**src/rtl/core/grct_pkg.sv**
```systemverilog
// ----------------------------------------------------------------------------
// grct_pkg
// Shared types, constants and helpers of the 2D grid ray cell traversal block.
// ----------------------------------------------------------------------------
package grct_pkg;

  // Geometry and fixed-point formats
  localparam int CELL_BITS       = 16;
  localparam int POINT_FRAC_BITS = 16;
  localparam int T_FRAC_BITS     = 30;
  localparam int T_BITS          = T_FRAC_BITS + 2;

  // Divider operand formats
  localparam int NUM_BITS = POINT_FRAC_BITS + 1;
  localparam int NUM_SH   = (T_FRAC_BITS >= POINT_FRAC_BITS) ?
                            (T_FRAC_BITS - POINT_FRAC_BITS) : 0;
  localparam int MAG_SH   = (T_FRAC_BITS >= POINT_FRAC_BITS) ?
                            0 : (POINT_FRAC_BITS - T_FRAC_BITS);
  localparam int DVD_BITS = NUM_BITS + NUM_SH;
  localparam int DVS_BITS = CELL_BITS + MAG_SH;
  localparam int SAT_BITS = (DVD_BITS > T_BITS) ? DVD_BITS : T_BITS;
  localparam int CNT_BITS = $clog2(DVD_BITS + 1);

  localparam logic [T_BITS-1:0]   T_MAX   = {T_BITS{1'b1}};
  localparam logic [NUM_BITS-1:0] NUM_ONE = {1'b1, {POINT_FRAC_BITS{1'b0}}};

  // Command codes
  localparam logic CMD_SETUP = 1'b0;
  localparam logic CMD_STEP  = 1'b1;

  // Step sign codes
  localparam logic [1:0] DIR_NONE = 2'b00;
  localparam logic [1:0] DIR_POS  = 2'b01;
  localparam logic [1:0] DIR_NEG  = 2'b11;

  typedef struct packed {
    logic               command;
    logic signed [31:0] start_x;
    logic signed [31:0] start_y;
    logic signed [31:0] end_x;
    logic signed [31:0] end_y;
  } in_req_t;

  typedef struct packed {
    logic signed [15:0] cell_x;
    logic signed [15:0] cell_y;
    logic               more;
  } out_req_t;

  // Divider command and response
  typedef struct packed {
    logic                start;
    logic [DVD_BITS-1:0] dividend;
    logic [DVS_BITS-1:0] divisor;
  } div_req_t;

  typedef struct packed {
    logic                done;
    logic [DVD_BITS-1:0] quotient;
  } div_rsp_t;

  // Floor of a signed point coordinate, wrapped to the cell width
  function automatic logic [CELL_BITS-1:0] cell_of(input logic signed [31:0] raw);
    logic signed [31:0] sh;
    sh = raw >>> POINT_FRAC_BITS;
    return sh[CELL_BITS-1:0];
  endfunction

  // Cell to the 16-bit output field (sign-extended or truncated)
  function automatic logic [15:0] cell_out(input logic [CELL_BITS-1:0] pos);
    logic signed [31:0] w;
    w = 32'($signed(pos));
    return w[15:0];
  endfunction

  // Quotient clamped to the parameter format
  function automatic logic [T_BITS-1:0] sat_quo(input logic [DVD_BITS-1:0] q);
    logic [SAT_BITS-1:0] qe;
    qe = SAT_BITS'(q);
    if (qe > SAT_BITS'(T_MAX)) begin
      return T_MAX;
    end
    return qe[T_BITS-1:0];
  endfunction

endpackage

```
**src/rtl/core/grct_div.sv**
```systemverilog
// ----------------------------------------------------------------------------
// grct_div
// Restoring unsigned divider, one quotient bit per cycle.
// ----------------------------------------------------------------------------
module grct_div (
  input  logic               clk,
  input  logic               rst,
  input  grct_pkg::div_req_t req,
  output grct_pkg::div_rsp_t rsp
);
  import grct_pkg::*;

  logic [DVD_BITS-1:0] quo;
  logic [DVS_BITS-1:0] dvs;
  logic [DVS_BITS-1:0] rem;
  logic [CNT_BITS-1:0] cnt;
  logic                run;
  logic                done;

  logic [DVS_BITS:0]   rem_sh;
  logic [DVS_BITS:0]   rem_sub;
  logic                take;

  // Trial subtract of the shifted partial remainder
  always_comb begin
    rem_sh  = {rem, quo[DVD_BITS-1]};
    take    = (rem_sh >= {1'b0, dvs});
    rem_sub = take ? (rem_sh - {1'b0, dvs}) : rem_sh;
  end

  always_ff @(posedge clk) begin
    if (rst) begin
      run  <= 1'b0;
      done <= 1'b0;
    end else begin
      done <= 1'b0;
      if (req.start) begin
        quo <= req.dividend;
        dvs <= req.divisor;
        rem <= '0;
        cnt <= CNT_BITS'(DVD_BITS);
        run <= 1'b1;
      end else if (run) begin
        rem <= rem_sub[DVS_BITS-1:0];
        quo <= {quo[DVD_BITS-2:0], take};
        cnt <= cnt - CNT_BITS'(1);
        if (cnt == CNT_BITS'(1)) begin
          run  <= 1'b0;
          done <= 1'b1;
        end
      end
    end
  end

  assign rsp.done     = done;
  assign rsp.quotient = quo;

endmodule

```
**src/rtl/core/grid_ray_cell_traversal_2d_top.sv**
```systemverilog
// ----------------------------------------------------------------------------
// grid_ray_cell_traversal_2d_top
// Walks the grid cells crossed by a 2D segment, one cell per step request.
// ----------------------------------------------------------------------------
// Usage:
//   Input channel (in_valid / in_stall / in_req): a setup request carries the
//   segment start and end in signed Q16.16; a step request ignores them.
//   Output channel (out_valid / out_stall / out_req): one response per
//   request with the current cell and the "more" flag.
// Request flow:
//   A step request does the compare and saturating add of the
//   boundary parameters in the accept cycle, then the output load.
//   A setup request computes four quotients through one shared bit-serial
//   divider; an axis with no cell delta skips its two divisions.
//   in_stall is high while a request is in progress.
// Reset:
//   Synchronous rst clears the traversal state to cell (0,0) at its goal, so
//   a step before any setup reports (0,0) with more clear.
// Back-pressure:
//   The response register holds while out_stall is high; a finished request
//   waits for it and the block takes no new request meanwhile.
// ----------------------------------------------------------------------------
module grid_ray_cell_traversal_2d_top (
  input  logic               clk,
  input  logic               rst,
  input  logic               in_valid,
  output logic               in_stall,
  input  grct_pkg::in_req_t  in_req,
  output logic               out_valid,
  input  logic               out_stall,
  output grct_pkg::out_req_t out_req
);
  import grct_pkg::*;

  typedef enum logic [2:0] {
    ST_IDLE,
    ST_DELTA,
    ST_ISSUE,
    ST_WAIT,
    ST_RESULT
  } state_t;

  // Division job order
  localparam logic [1:0] JOB_NEXT_X = 2'd0;
  localparam logic [1:0] JOB_GAP_X  = 2'd1;
  localparam logic [1:0] JOB_NEXT_Y = 2'd2;
  localparam logic [1:0] JOB_GAP_Y  = 2'd3;

  state_t state;

  // Traversal state
  logic [CELL_BITS-1:0] pos_x, pos_y, goal_x, goal_y;
  logic [1:0]           dir_x, dir_y;
  logic [T_BITS-1:0]    next_cross_x, next_cross_y, cross_gap_x, cross_gap_y;

  // Setup working registers
  logic [POINT_FRAC_BITS-1:0] frac_x, frac_y;
  logic [CELL_BITS-1:0]       mag_x, mag_y;
  logic [1:0]                 job;
  out_req_t                   res;

  div_req_t div_req;
  div_rsp_t div_rsp;

  logic                    out_free;
  logic                    in_take;
  logic                    at_goal;
  logic                    move_x;
  logic [T_BITS:0]         sum_x, sum_y;
  logic [T_BITS-1:0]       sat_x, sat_y;
  logic signed [CELL_BITS:0] d_x, d_y;
  logic signed [CELL_BITS:0] a_x, a_y;
  logic [1:0]              job_dir;
  logic [POINT_FRAC_BITS-1:0] job_frac;
  logic [CELL_BITS-1:0]    job_mag;
  logic [NUM_BITS-1:0]     job_num;
  logic [T_BITS-1:0]       job_val;

  grct_div u_div (
    .clk (clk),
    .rst (rst),
    .req (div_req),
    .rsp (div_rsp)
  );

  // Handshake
  assign out_free = !out_valid || !out_stall;
  assign in_stall = (state != ST_IDLE);
  assign in_take  = in_valid && !in_stall;

  // Step: goal test, axis choice and saturating parameter update
  always_comb begin
    at_goal = (pos_x == goal_x) && (pos_y == goal_y);
    move_x  = (next_cross_x < next_cross_y);
    sum_x   = {1'b0, next_cross_x} + {1'b0, cross_gap_x};
    sum_y   = {1'b0, next_cross_y} + {1'b0, cross_gap_y};
    sat_x   = sum_x[T_BITS] ? T_MAX : sum_x[T_BITS-1:0];
    sat_y   = sum_y[T_BITS] ? T_MAX : sum_y[T_BITS-1:0];
  end

  // Setup: signed cell deltas and magnitudes
  always_comb begin
    d_x = $signed({goal_x[CELL_BITS-1], goal_x}) - $signed({pos_x[CELL_BITS-1], pos_x});
    d_y = $signed({goal_y[CELL_BITS-1], goal_y}) - $signed({pos_y[CELL_BITS-1], pos_y});
    a_x = d_x[CELL_BITS] ? -d_x : d_x;
    a_y = d_y[CELL_BITS] ? -d_y : d_y;
  end

  // Division job operands
  always_comb begin
    job_dir  = job[1] ? dir_y  : dir_x;
    job_frac = job[1] ? frac_y : frac_x;
    job_mag  = job[1] ? mag_y  : mag_x;
    if (job[0]) begin
      job_num = NUM_ONE;
    end else if (job_dir == DIR_POS) begin
      job_num = NUM_ONE - {1'b0, job_frac};
    end else begin
      job_num = (job_frac != '0) ? {1'b0, job_frac} : NUM_ONE;
    end
    job_val          = (state == ST_WAIT) ? sat_quo(div_rsp.quotient) : T_MAX;
    div_req.start    = (state == ST_ISSUE) && (job_dir != DIR_NONE);
    div_req.dividend = DVD_BITS'(job_num) << NUM_SH;
    div_req.divisor  = DVS_BITS'(job_mag) << MAG_SH;
  end

  // Sequencer, traversal state and response register
  always_ff @(posedge clk) begin
    if (rst) begin
      state        <= ST_IDLE;
      out_valid    <= 1'b0;
      job          <= JOB_NEXT_X;
      pos_x        <= '0;
      pos_y        <= '0;
      goal_x       <= '0;
      goal_y       <= '0;
      dir_x        <= DIR_NONE;
      dir_y        <= DIR_NONE;
      next_cross_x <= '0;
      next_cross_y <= '0;
      cross_gap_x  <= '0;
      cross_gap_y  <= '0;
    end else begin
      // response taken; a fresh one in ST_RESULT reloads the register instead
      if (out_valid && !out_stall && state != ST_RESULT) begin
        out_valid <= 1'b0;
      end
      case (state)
        ST_IDLE: begin
          if (in_take) begin
            if (in_req.command == CMD_STEP) begin
              res.cell_x <= cell_out(pos_x);
              res.cell_y <= cell_out(pos_y);
              res.more   <= !at_goal;
              if (!at_goal) begin
                if (move_x) begin
                  pos_x        <= pos_x + {{(CELL_BITS-2){dir_x[1]}}, dir_x};
                  next_cross_x <= sat_x;
                end else begin
                  pos_y        <= pos_y + {{(CELL_BITS-2){dir_y[1]}}, dir_y};
                  next_cross_y <= sat_y;
                end
              end
              state <= ST_RESULT;
            end else begin
              pos_x  <= cell_of(in_req.start_x);
              pos_y  <= cell_of(in_req.start_y);
              goal_x <= cell_of(in_req.end_x);
              goal_y <= cell_of(in_req.end_y);
              frac_x <= in_req.start_x[POINT_FRAC_BITS-1:0];
              frac_y <= in_req.start_y[POINT_FRAC_BITS-1:0];
              state  <= ST_DELTA;
            end
          end
        end
        ST_DELTA: begin
          mag_x      <= a_x[CELL_BITS-1:0];
          mag_y      <= a_y[CELL_BITS-1:0];
          dir_x      <= (d_x == '0) ? DIR_NONE : (d_x[CELL_BITS] ? DIR_NEG : DIR_POS);
          dir_y      <= (d_y == '0) ? DIR_NONE : (d_y[CELL_BITS] ? DIR_NEG : DIR_POS);
          res.cell_x <= cell_out(pos_x);
          res.cell_y <= cell_out(pos_y);
          res.more   <= (d_x != '0) || (d_y != '0);
          job        <= JOB_NEXT_X;
          state      <= ST_ISSUE;
        end
        ST_ISSUE, ST_WAIT: begin
          if ((state == ST_WAIT && div_rsp.done) ||
              (state == ST_ISSUE && job_dir == DIR_NONE)) begin
            case (job)
              JOB_NEXT_X: next_cross_x <= job_val;
              JOB_GAP_X:  cross_gap_x  <= job_val;
              JOB_NEXT_Y: next_cross_y <= job_val;
              JOB_GAP_Y:  cross_gap_y  <= job_val;
              default:    cross_gap_y  <= job_val;
            endcase
            job   <= job + 2'd1;
            state <= (job == JOB_GAP_Y) ? ST_RESULT : ST_ISSUE;
          end else if (state == ST_ISSUE) begin
            state <= ST_WAIT;
          end
        end
        ST_RESULT: begin
          if (out_free) begin
            out_valid <= 1'b1;
            out_req   <= res;
            state     <= ST_IDLE;
          end
        end
        default: begin
          state <= ST_IDLE;
        end
      endcase
    end
  end

endmodule
```
**config.mk**
```make
export PLATFORM = sky130hd
export DESIGN_NAME = grid_ray_cell_traversal_2d_top
export DESIGN_NICKNAME = d
export VERILOG_FILES = /design/src/rtl/core/grct_pkg.sv /design/src/rtl/core/grct_div.sv /design/src/rtl/core/grid_ray_cell_traversal_2d_top.sv
export SDC_FILE = /design/constraint.sdc
export NUM_CORES = 1
export LEC_CHECK = 0
export ABC_AREA = 1
export BUFFER_PORTS_ARGS = -buffer_cell sky130_fd_sc_hd__clkbuf_2
export CAP_MARGIN = 15
export CORE_MARGIN = 2
export CORE_UTILIZATION = 60
export CTS_CLUSTER_SIZE = 16
export DETAILED_ROUTE_END_ITERATION = 8
export PLACE_DENSITY_LB_ADDON = 0.2
export SETUP_SLACK_MARGIN = 0.02
export SLEW_MARGIN = 20
export SYNTH_ARGS = -nofsm -noshare
export SYNTH_HDL_FRONTEND = slang
export SYNTH_HIERARCHICAL = 1
export SYNTH_SLANG_ARGS = --single-unit
```
**constraint.sdc**
```tcl
create_clock -name clk -period 6.1 [get_ports clk]
set_clock_uncertainty 0.15 [all_clocks]
set_input_delay 0.305 -clock clk [delete_from_list [all_inputs] [get_ports clk]]
set_output_delay 0.305 -clock clk [all_outputs]
set_load 0.05 [all_outputs]
```
## Yosys cells after proc, flatten, opt, wreduce, memory -nomap -nowiden

Index checks and enable logic that the tools add are counted.
W data, S select, Z words.

| cells by class | value |
|---|---|
| $add $sub $neg | 12 |
| multipliers | 0 |
| divide/modulo/power cells | 0 |
| $lt $le $gt $ge | 2 |
| eq/ne operators | 25 |
| shifts and indexed selects | 0 |
| muxes and demuxes | 59 |
| bitwise operators | 3 |
| reductions and logical operators | 45 |

Operator list:

| cell | number |
|---|---|
| $mux W32 | 15 |
| $mux W16 | 12 |
| $pmux W32 S2 | 2 |
| $add A32 B32 Y33 | 2 |
| $mux W33 | 2 |
| $pmux W33 S2 | 1 |
| $mux W31 | 2 |
| $mux W17 | 3 |
| $logic_not A17 Y1 | 2 |
| $reduce_bool A17 Y1 | 2 |
| $sub A16 B16 Y17 | 2 |
| $add A16 B16 Y16 | 2 |
| $eq A16 B16 Y1 | 2 |
| $lt A32 B32 Y1 | 1 |
| $neg A16 Y16 | 2 |
| $mux W3 | 6 |
| $ne A2 B2 Y1 const B | 9 |
| $ge A17 B16 Y1 | 1 |
| $sub A17 B16 Y17 const A | 1 |
| $reduce_and A4 Y1 | 4 |
| $reduce_bool A16 Y1 | 1 |
| $sub A16 B16 Y16 | 1 |
| $reduce_and A3 Y1 | 5 |
| $reduce_and A7 Y1 | 2 |
| other kinds (26) | 64 |

| word-level totals | value |
|---|---|
| register bits | 402 |
| latch bits | 0 |
| memory bits (writable) | 0 |
| memory bits (read-only) | 0 |
| bits of input ports | 133 |
| output and inout bits | 35 |
| memories kept | 0 |

## Logic depth before layout (Yosys ltp)

| logic depth | value |
|---|---|
| depth in word-level cells | 7 |
| gate-level depth with buffers | 19 |

## Cells and area by module

The synthesis kept the hierarchy.

By module, submodules not included:

| module | times used | cells each | area each (sq um) | seq. area each (sq um) |
|---|---|---|---|---|
| grid_ray_cell_traversal_2d_top | 1 | 3507 | 23457.5 | 7947.6 |
| grct_div | 1 | 500 | 4105.2 | 2082.0 |

## Least setup slack after synthesis

Ideal clock, no wire load.

| path | value |
|---|---|
| kind | register to register |
| start | register dir_y[1] |
| end | register u_div.run |
| setup time | 71 ps |
| data arrival time | 4548 ps |
| required time | 5879 ps |
| path slack | 1331 ps |
| cell stages (with the launch flop) | 11 |
| path buffers | 2 |
| clock period less this slack | 4769 ps |
| path through | dfxtp_1 inv_1 nand2_1 o21ai_1 a21oi_2 buf_2 inv_1 buf_6 a21oi_1 o21ai_0 inv_1 |

RTL lines:

| element | RTL line | RTL |
|---|---|---|
| from (decl) | grid_ray_cell_traversal_2d_top.sv:53 | `logic [1:0] dir_x, dir_y;` |
| from (signal assigned) | grid_ray_cell_traversal_2d_top.sv:180 | `dir_y <= (d_y == '0) ? DIR_NONE : (d_y[CELL_BITS] ? DIR_NEG : DIR_POS);` |
| to (signal assigned) | grct_div.sv:33 | `run <= 1'b0;` |
| to (signal assigned) | grct_div.sv:42 | `run <= 1'b1;` |
| to (signal assigned) | grct_div.sv:48 | `run <= 1'b0;` |
| to (decl) | grct_div.sv:17 | `logic run;` |

## Final worst setup path

| path | value |
|---|---|
| start | register next_cross_y[31] |
| end | register pos_y[6] |

| between the ends | value |
|---|---|
| word-level cells in the longest chain between the ends | 3 |

RTL lines:

| element | RTL line | RTL |
|---|---|---|
| from (decl) | grid_ray_cell_traversal_2d_top.sv:54 | `logic [T_BITS-1:0] next_cross_x, next_cross_y, cross_gap_x, cross_gap_y;` |
| from (signal assigned) | grid_ray_cell_traversal_2d_top.sv:161 | `next_cross_y <= sat_y;` |
| from (signal assigned) | grid_ray_cell_traversal_2d_top.sv:193 | `JOB_NEXT_Y: next_cross_y <= job_val;` |
| $lt A32 B32 Y1 | grid_ray_cell_traversal_2d_top.sv:94 | `move_x = (next_cross_x < next_cross_y);` |
| $ne A2 B2 Y1 (no source line) | n/a |  |
| $reduce_and A4 Y1 (no source line) | n/a |  |
| to (signal assigned) | grid_ray_cell_traversal_2d_top.sv:160 | `pos_y <= pos_y + {{(CELL_BITS-2){dir_y[1]}}, dir_y};` |
| to (signal assigned) | grid_ray_cell_traversal_2d_top.sv:167 | `pos_y <= cell_of(in_req.start_y);` |
| to (decl) | grid_ray_cell_traversal_2d_top.sv:52 | `logic [CELL_BITS-1:0] pos_x, pos_y, goal_x, goal_y;` |

No other way between the ends.
A chain may end at the register's enable or synchronous reset.

==> metrics.md <==
| Metric | Value |
|---|---|
| CP endpoint kind | flip-flop |
| IO Count | 168 |
| Most frequent cells after synthesis | nand2_1 (1378), inv_1 (488), nor2_1 (417) |
| CTS max path bufs | 3 |
| Synth Area in Simple Gates | 32.82% |
| Fmax | 0.2960 GHz |
| Ys flop type | dfxtp_1 |
| Slew Viols, Final | 0 |
| Pre-CTS setup slack | 2.809 ns |
| Leakage power | 15.25 nW |
| Number of synthesized flops with an enable pin | 198 |
| Yosys reg bits | 402 |
| Synth warnings | 6 |
| Combinational family with the most area after synthesis | simple AND/OR/NAND/NOR gates |
| Placed cells | 4663 |
| Initial drt markers | 2119 |
| Via count | 26.20k |
| Post-synth ARST share | 0% |
| Yosys top cell area share | 21.57% |
| Post-synthesis sequential area ratio | 36.39% |
| Critical Path AT | 3.71 ns |
| Largest area contributor in the netlist | edfxtp_1 |
| Family with the most delay on the worst path | simple AND/OR/NAND/NOR gates |
| Worst hold path type | input port to flip-flop |
| CTS tree | built |
| Busiest grt layer | met2 |
| Post-Route Setup TNS | 0 ns |
| Rows | 78 |
| WP buf/inv | 1 |
| Initial antenna violation count | 2 |
| Total clock sinks | 402 |
| Initial core utilization | 60.74% |
| Pin count of the biggest net entering global routing | 90 |
| CP Cell Sequence | inv_1, ha_1, nand2_1, nor2_1, nand4_1, nor4_1, nand2_1, nand3_1, nand2_2, o21ai_0, nor2_1 |
| Routed Antenna Nets | 0 |
| Rel. slew slack | 23.24% |
| Die height | 218.3 um |
| Die area | 47670 um^2 |
| DRT Wirelength | 80.74 mm |
| Status | finished clean |
| Worst Path Max Fanout | 18 |
| CTS buffer count | 43 |
| Post-synthesis cell area | 27560 um^2 |
| Final nets | 4529 |
| RSZ-0062 raised after global routing | no |
| Post-cts sizing count | 0 |
| Global-route met3 utilization | 3.646% |
| Post-DR vias/cell | 5.412 |
| XOR/XNOR Fraction of Synth Area | 2.256% |
| Crit path largest cell delay | 0.60 ns |
| Met1 Usage GRT | 41.08% |
| GRT Resource Usage Total | 33.88% |
| Synth Area in Adders | 8.861% |
| Synth unique cells | 59 |
| Reg clk slew, reported paths | 0.07 ns |
| Final WS setup | 2.721 ns |
| DR WL/cell | 16.68 um |
| Slowest CP cell | nand3_1 |
| Area Overhead vs Synth | 12.26% |
| Core box area | 45380 um^2 |
| Pwr dens | 351.3 nW/um^2 |
| IR drop worst, VDD | 0.3055 mV |
| Final hold viol count | 0 |
| WS Path Type | flip-flop to flip-flop |
| DRC Markers | 0 |
| Syn avg cell area | 6.879 um^2 |
| Crit share post-route | 55.39% |
| Met2 GRT Util | 59.50% |
| Die X | 218.3 um |
| Top cells by area, synth | edfxtp_1 (22%), nand2_1 (19%), dfxtp_1 (15%), ha_1 (8.4%), inv_1 (6.6%) |
| Min cycle time layout | 3.379 ns |
| Number of max-cap violations | 0 |
| Worst EP required | 6.43 ns |
| Vias in the first global route | 24.70k |
| CP Launch Type | flip-flop |
| Worst-Skew Late Latency | 0.59 ns |
| Grt ovf | 0 |
| Worst-Margin Slew | 1.151 ns |
| Final setup vio count | 0 |
| Mapped Cells | 4007 |
| Global-route wire length before repair | 128.2 mm |
| Compound-gate portion of the synthesized area | 10.25% |
| I/O Buffers | 135 |
| Layout cells sized above 1 | 7.761% |
| Most numerous cell in the Yosys netlist | nand2_1 |
| Pre-antenna DRT Iters | 6 |
| GP Congestion | 0.9662 |
| CTS HTree Levels | 2 |
| Final HPWL DP | 58.96 mm |
| Final std cells w/o fill | 4841 |
| Mux share of post-synthesis cell area | 0.1952% |
| Clk Tree Root Cell | clkbuf_16 |
[tightest hold or removal path, stage by stage]
cell and delay [ns]:
clkbuf_2 0.11, o2111a_1 0.26, nand2_1 0.06, a21oi_1 0.05
[final timing paths]
kind                                  from                    end  slack [ns]  cells past startpoint
max          next_cross_y[31]$_SDFFE_PP0P_  pos_y[6]$_SDFFE_PP0P_        2.72                     11
min                               in_valid  state[2]$_SDFFE_PP0P_         0.1                      4
max reg2reg  next_cross_y[31]$_SDFFE_PP0P_  pos_y[6]$_SDFFE_PP0P_        2.72                     11
min reg2reg              res[11]$_DFFE_PP_  out_req[11]$_DFFE_PP_        0.26                      0
[metal layers]
layer / vias up / wire, um / part of all wire (%)
li1: 13240 / - / -
met5: - / 0 / 0
met1: 11850 / 32760 / 41
met2: 898 / 39020 / 48
met3: 204 / 4484 / 5.6
met4: 0 / 4476 / 5.5
[report_power, final]
group | internal (mW) | switching (mW) | total (mW)
sequential | 3.29 | 0.311 | 3.60
combinational | 1.57 | 3.10 | 4.67
clock | 1.45 | 1.15 | 2.60
total | 6.31 | 4.55 | 10.9
[kinds of logic (layout without fill, tap and decap cells)]
| group | after synthesis | after routing |
|---|---|---|
| mux | 5 | 5 |
| other cells | 1 | 16 |
| fa+ha+maj | 191 | 191 |
| flops | 402 | 402 |
| compound gates | 530 | 530 |
| simple gates | 2187 | 2187 |
| xor+xnor | 71 | 71 |
| buf+inv | 620 | 839 |
[layout make-up]
cell class                      count  area, um^2
Antenna cell                        2       5.005
Inverter                          511        1924
Tap cell                          600       750.7
Multi-Input combinational cell   2998       15090
Timing Repair Buffer              249        1777
Clock inverter                     29       241.5
Fill cell                        4020       14440
Sequential cell                   402       10030
Clock buffer                       50        1124
[layout by cell type (no fill, tap or decap), types with 44 or more instances in the layout]
cell | Yosys | final
clkbuf_2 | 0 | 134
nand3_1 | 218 | 218
xor2_1 | 56 | 56
o21ai_0 | 144 | 144
clkbuf_16 | 0 | 44
ha_1 | 184 | 184
edfxtp_1 | 198 | 198
nor2_1 | 417 | 414
a21oi_1 | 292 | 291
nand2_1 | 1378 | 1378
dfxtp_1 | 204 | 204
inv_1 | 488 | 486
dlygate4sd3_1 | 0 | 97
[stage by stage]
stage | util [%] | cell area [um^2] | hold WS (ns) | total power, mW
floorplan | - | 27610 | 0.2329 | 7.127
global placement | 63.01 | 28590 | 0.2502 | 8.088
detailed placement | 63.02 | 28600 | 0.2545 | 8.177
CTS | 68.17 | 30940 | 0.08230 | 10.83
global route | 68.17 | 30940 | 0.1360 | 11.65
finish | 68.18 | 30940 | 0.09783 | 10.87
[state kept, by name, summed over array words and instances, names as in the netlist, 31 cells and up]
register / count
out_req: 33
res: 33
cross_gap_x: 32
cross_gap_y: 32
next_cross_x: 32
next_cross_y: 32
u_div/quo: 31
[timing repair]
action                                 4_1_cts  5_1_grt
hold buffers                                97        0
endpoints found under the hold margin       97        0
buffers inserted                             0        0
No activity file was read; power rests on OpenSTA's default activity.
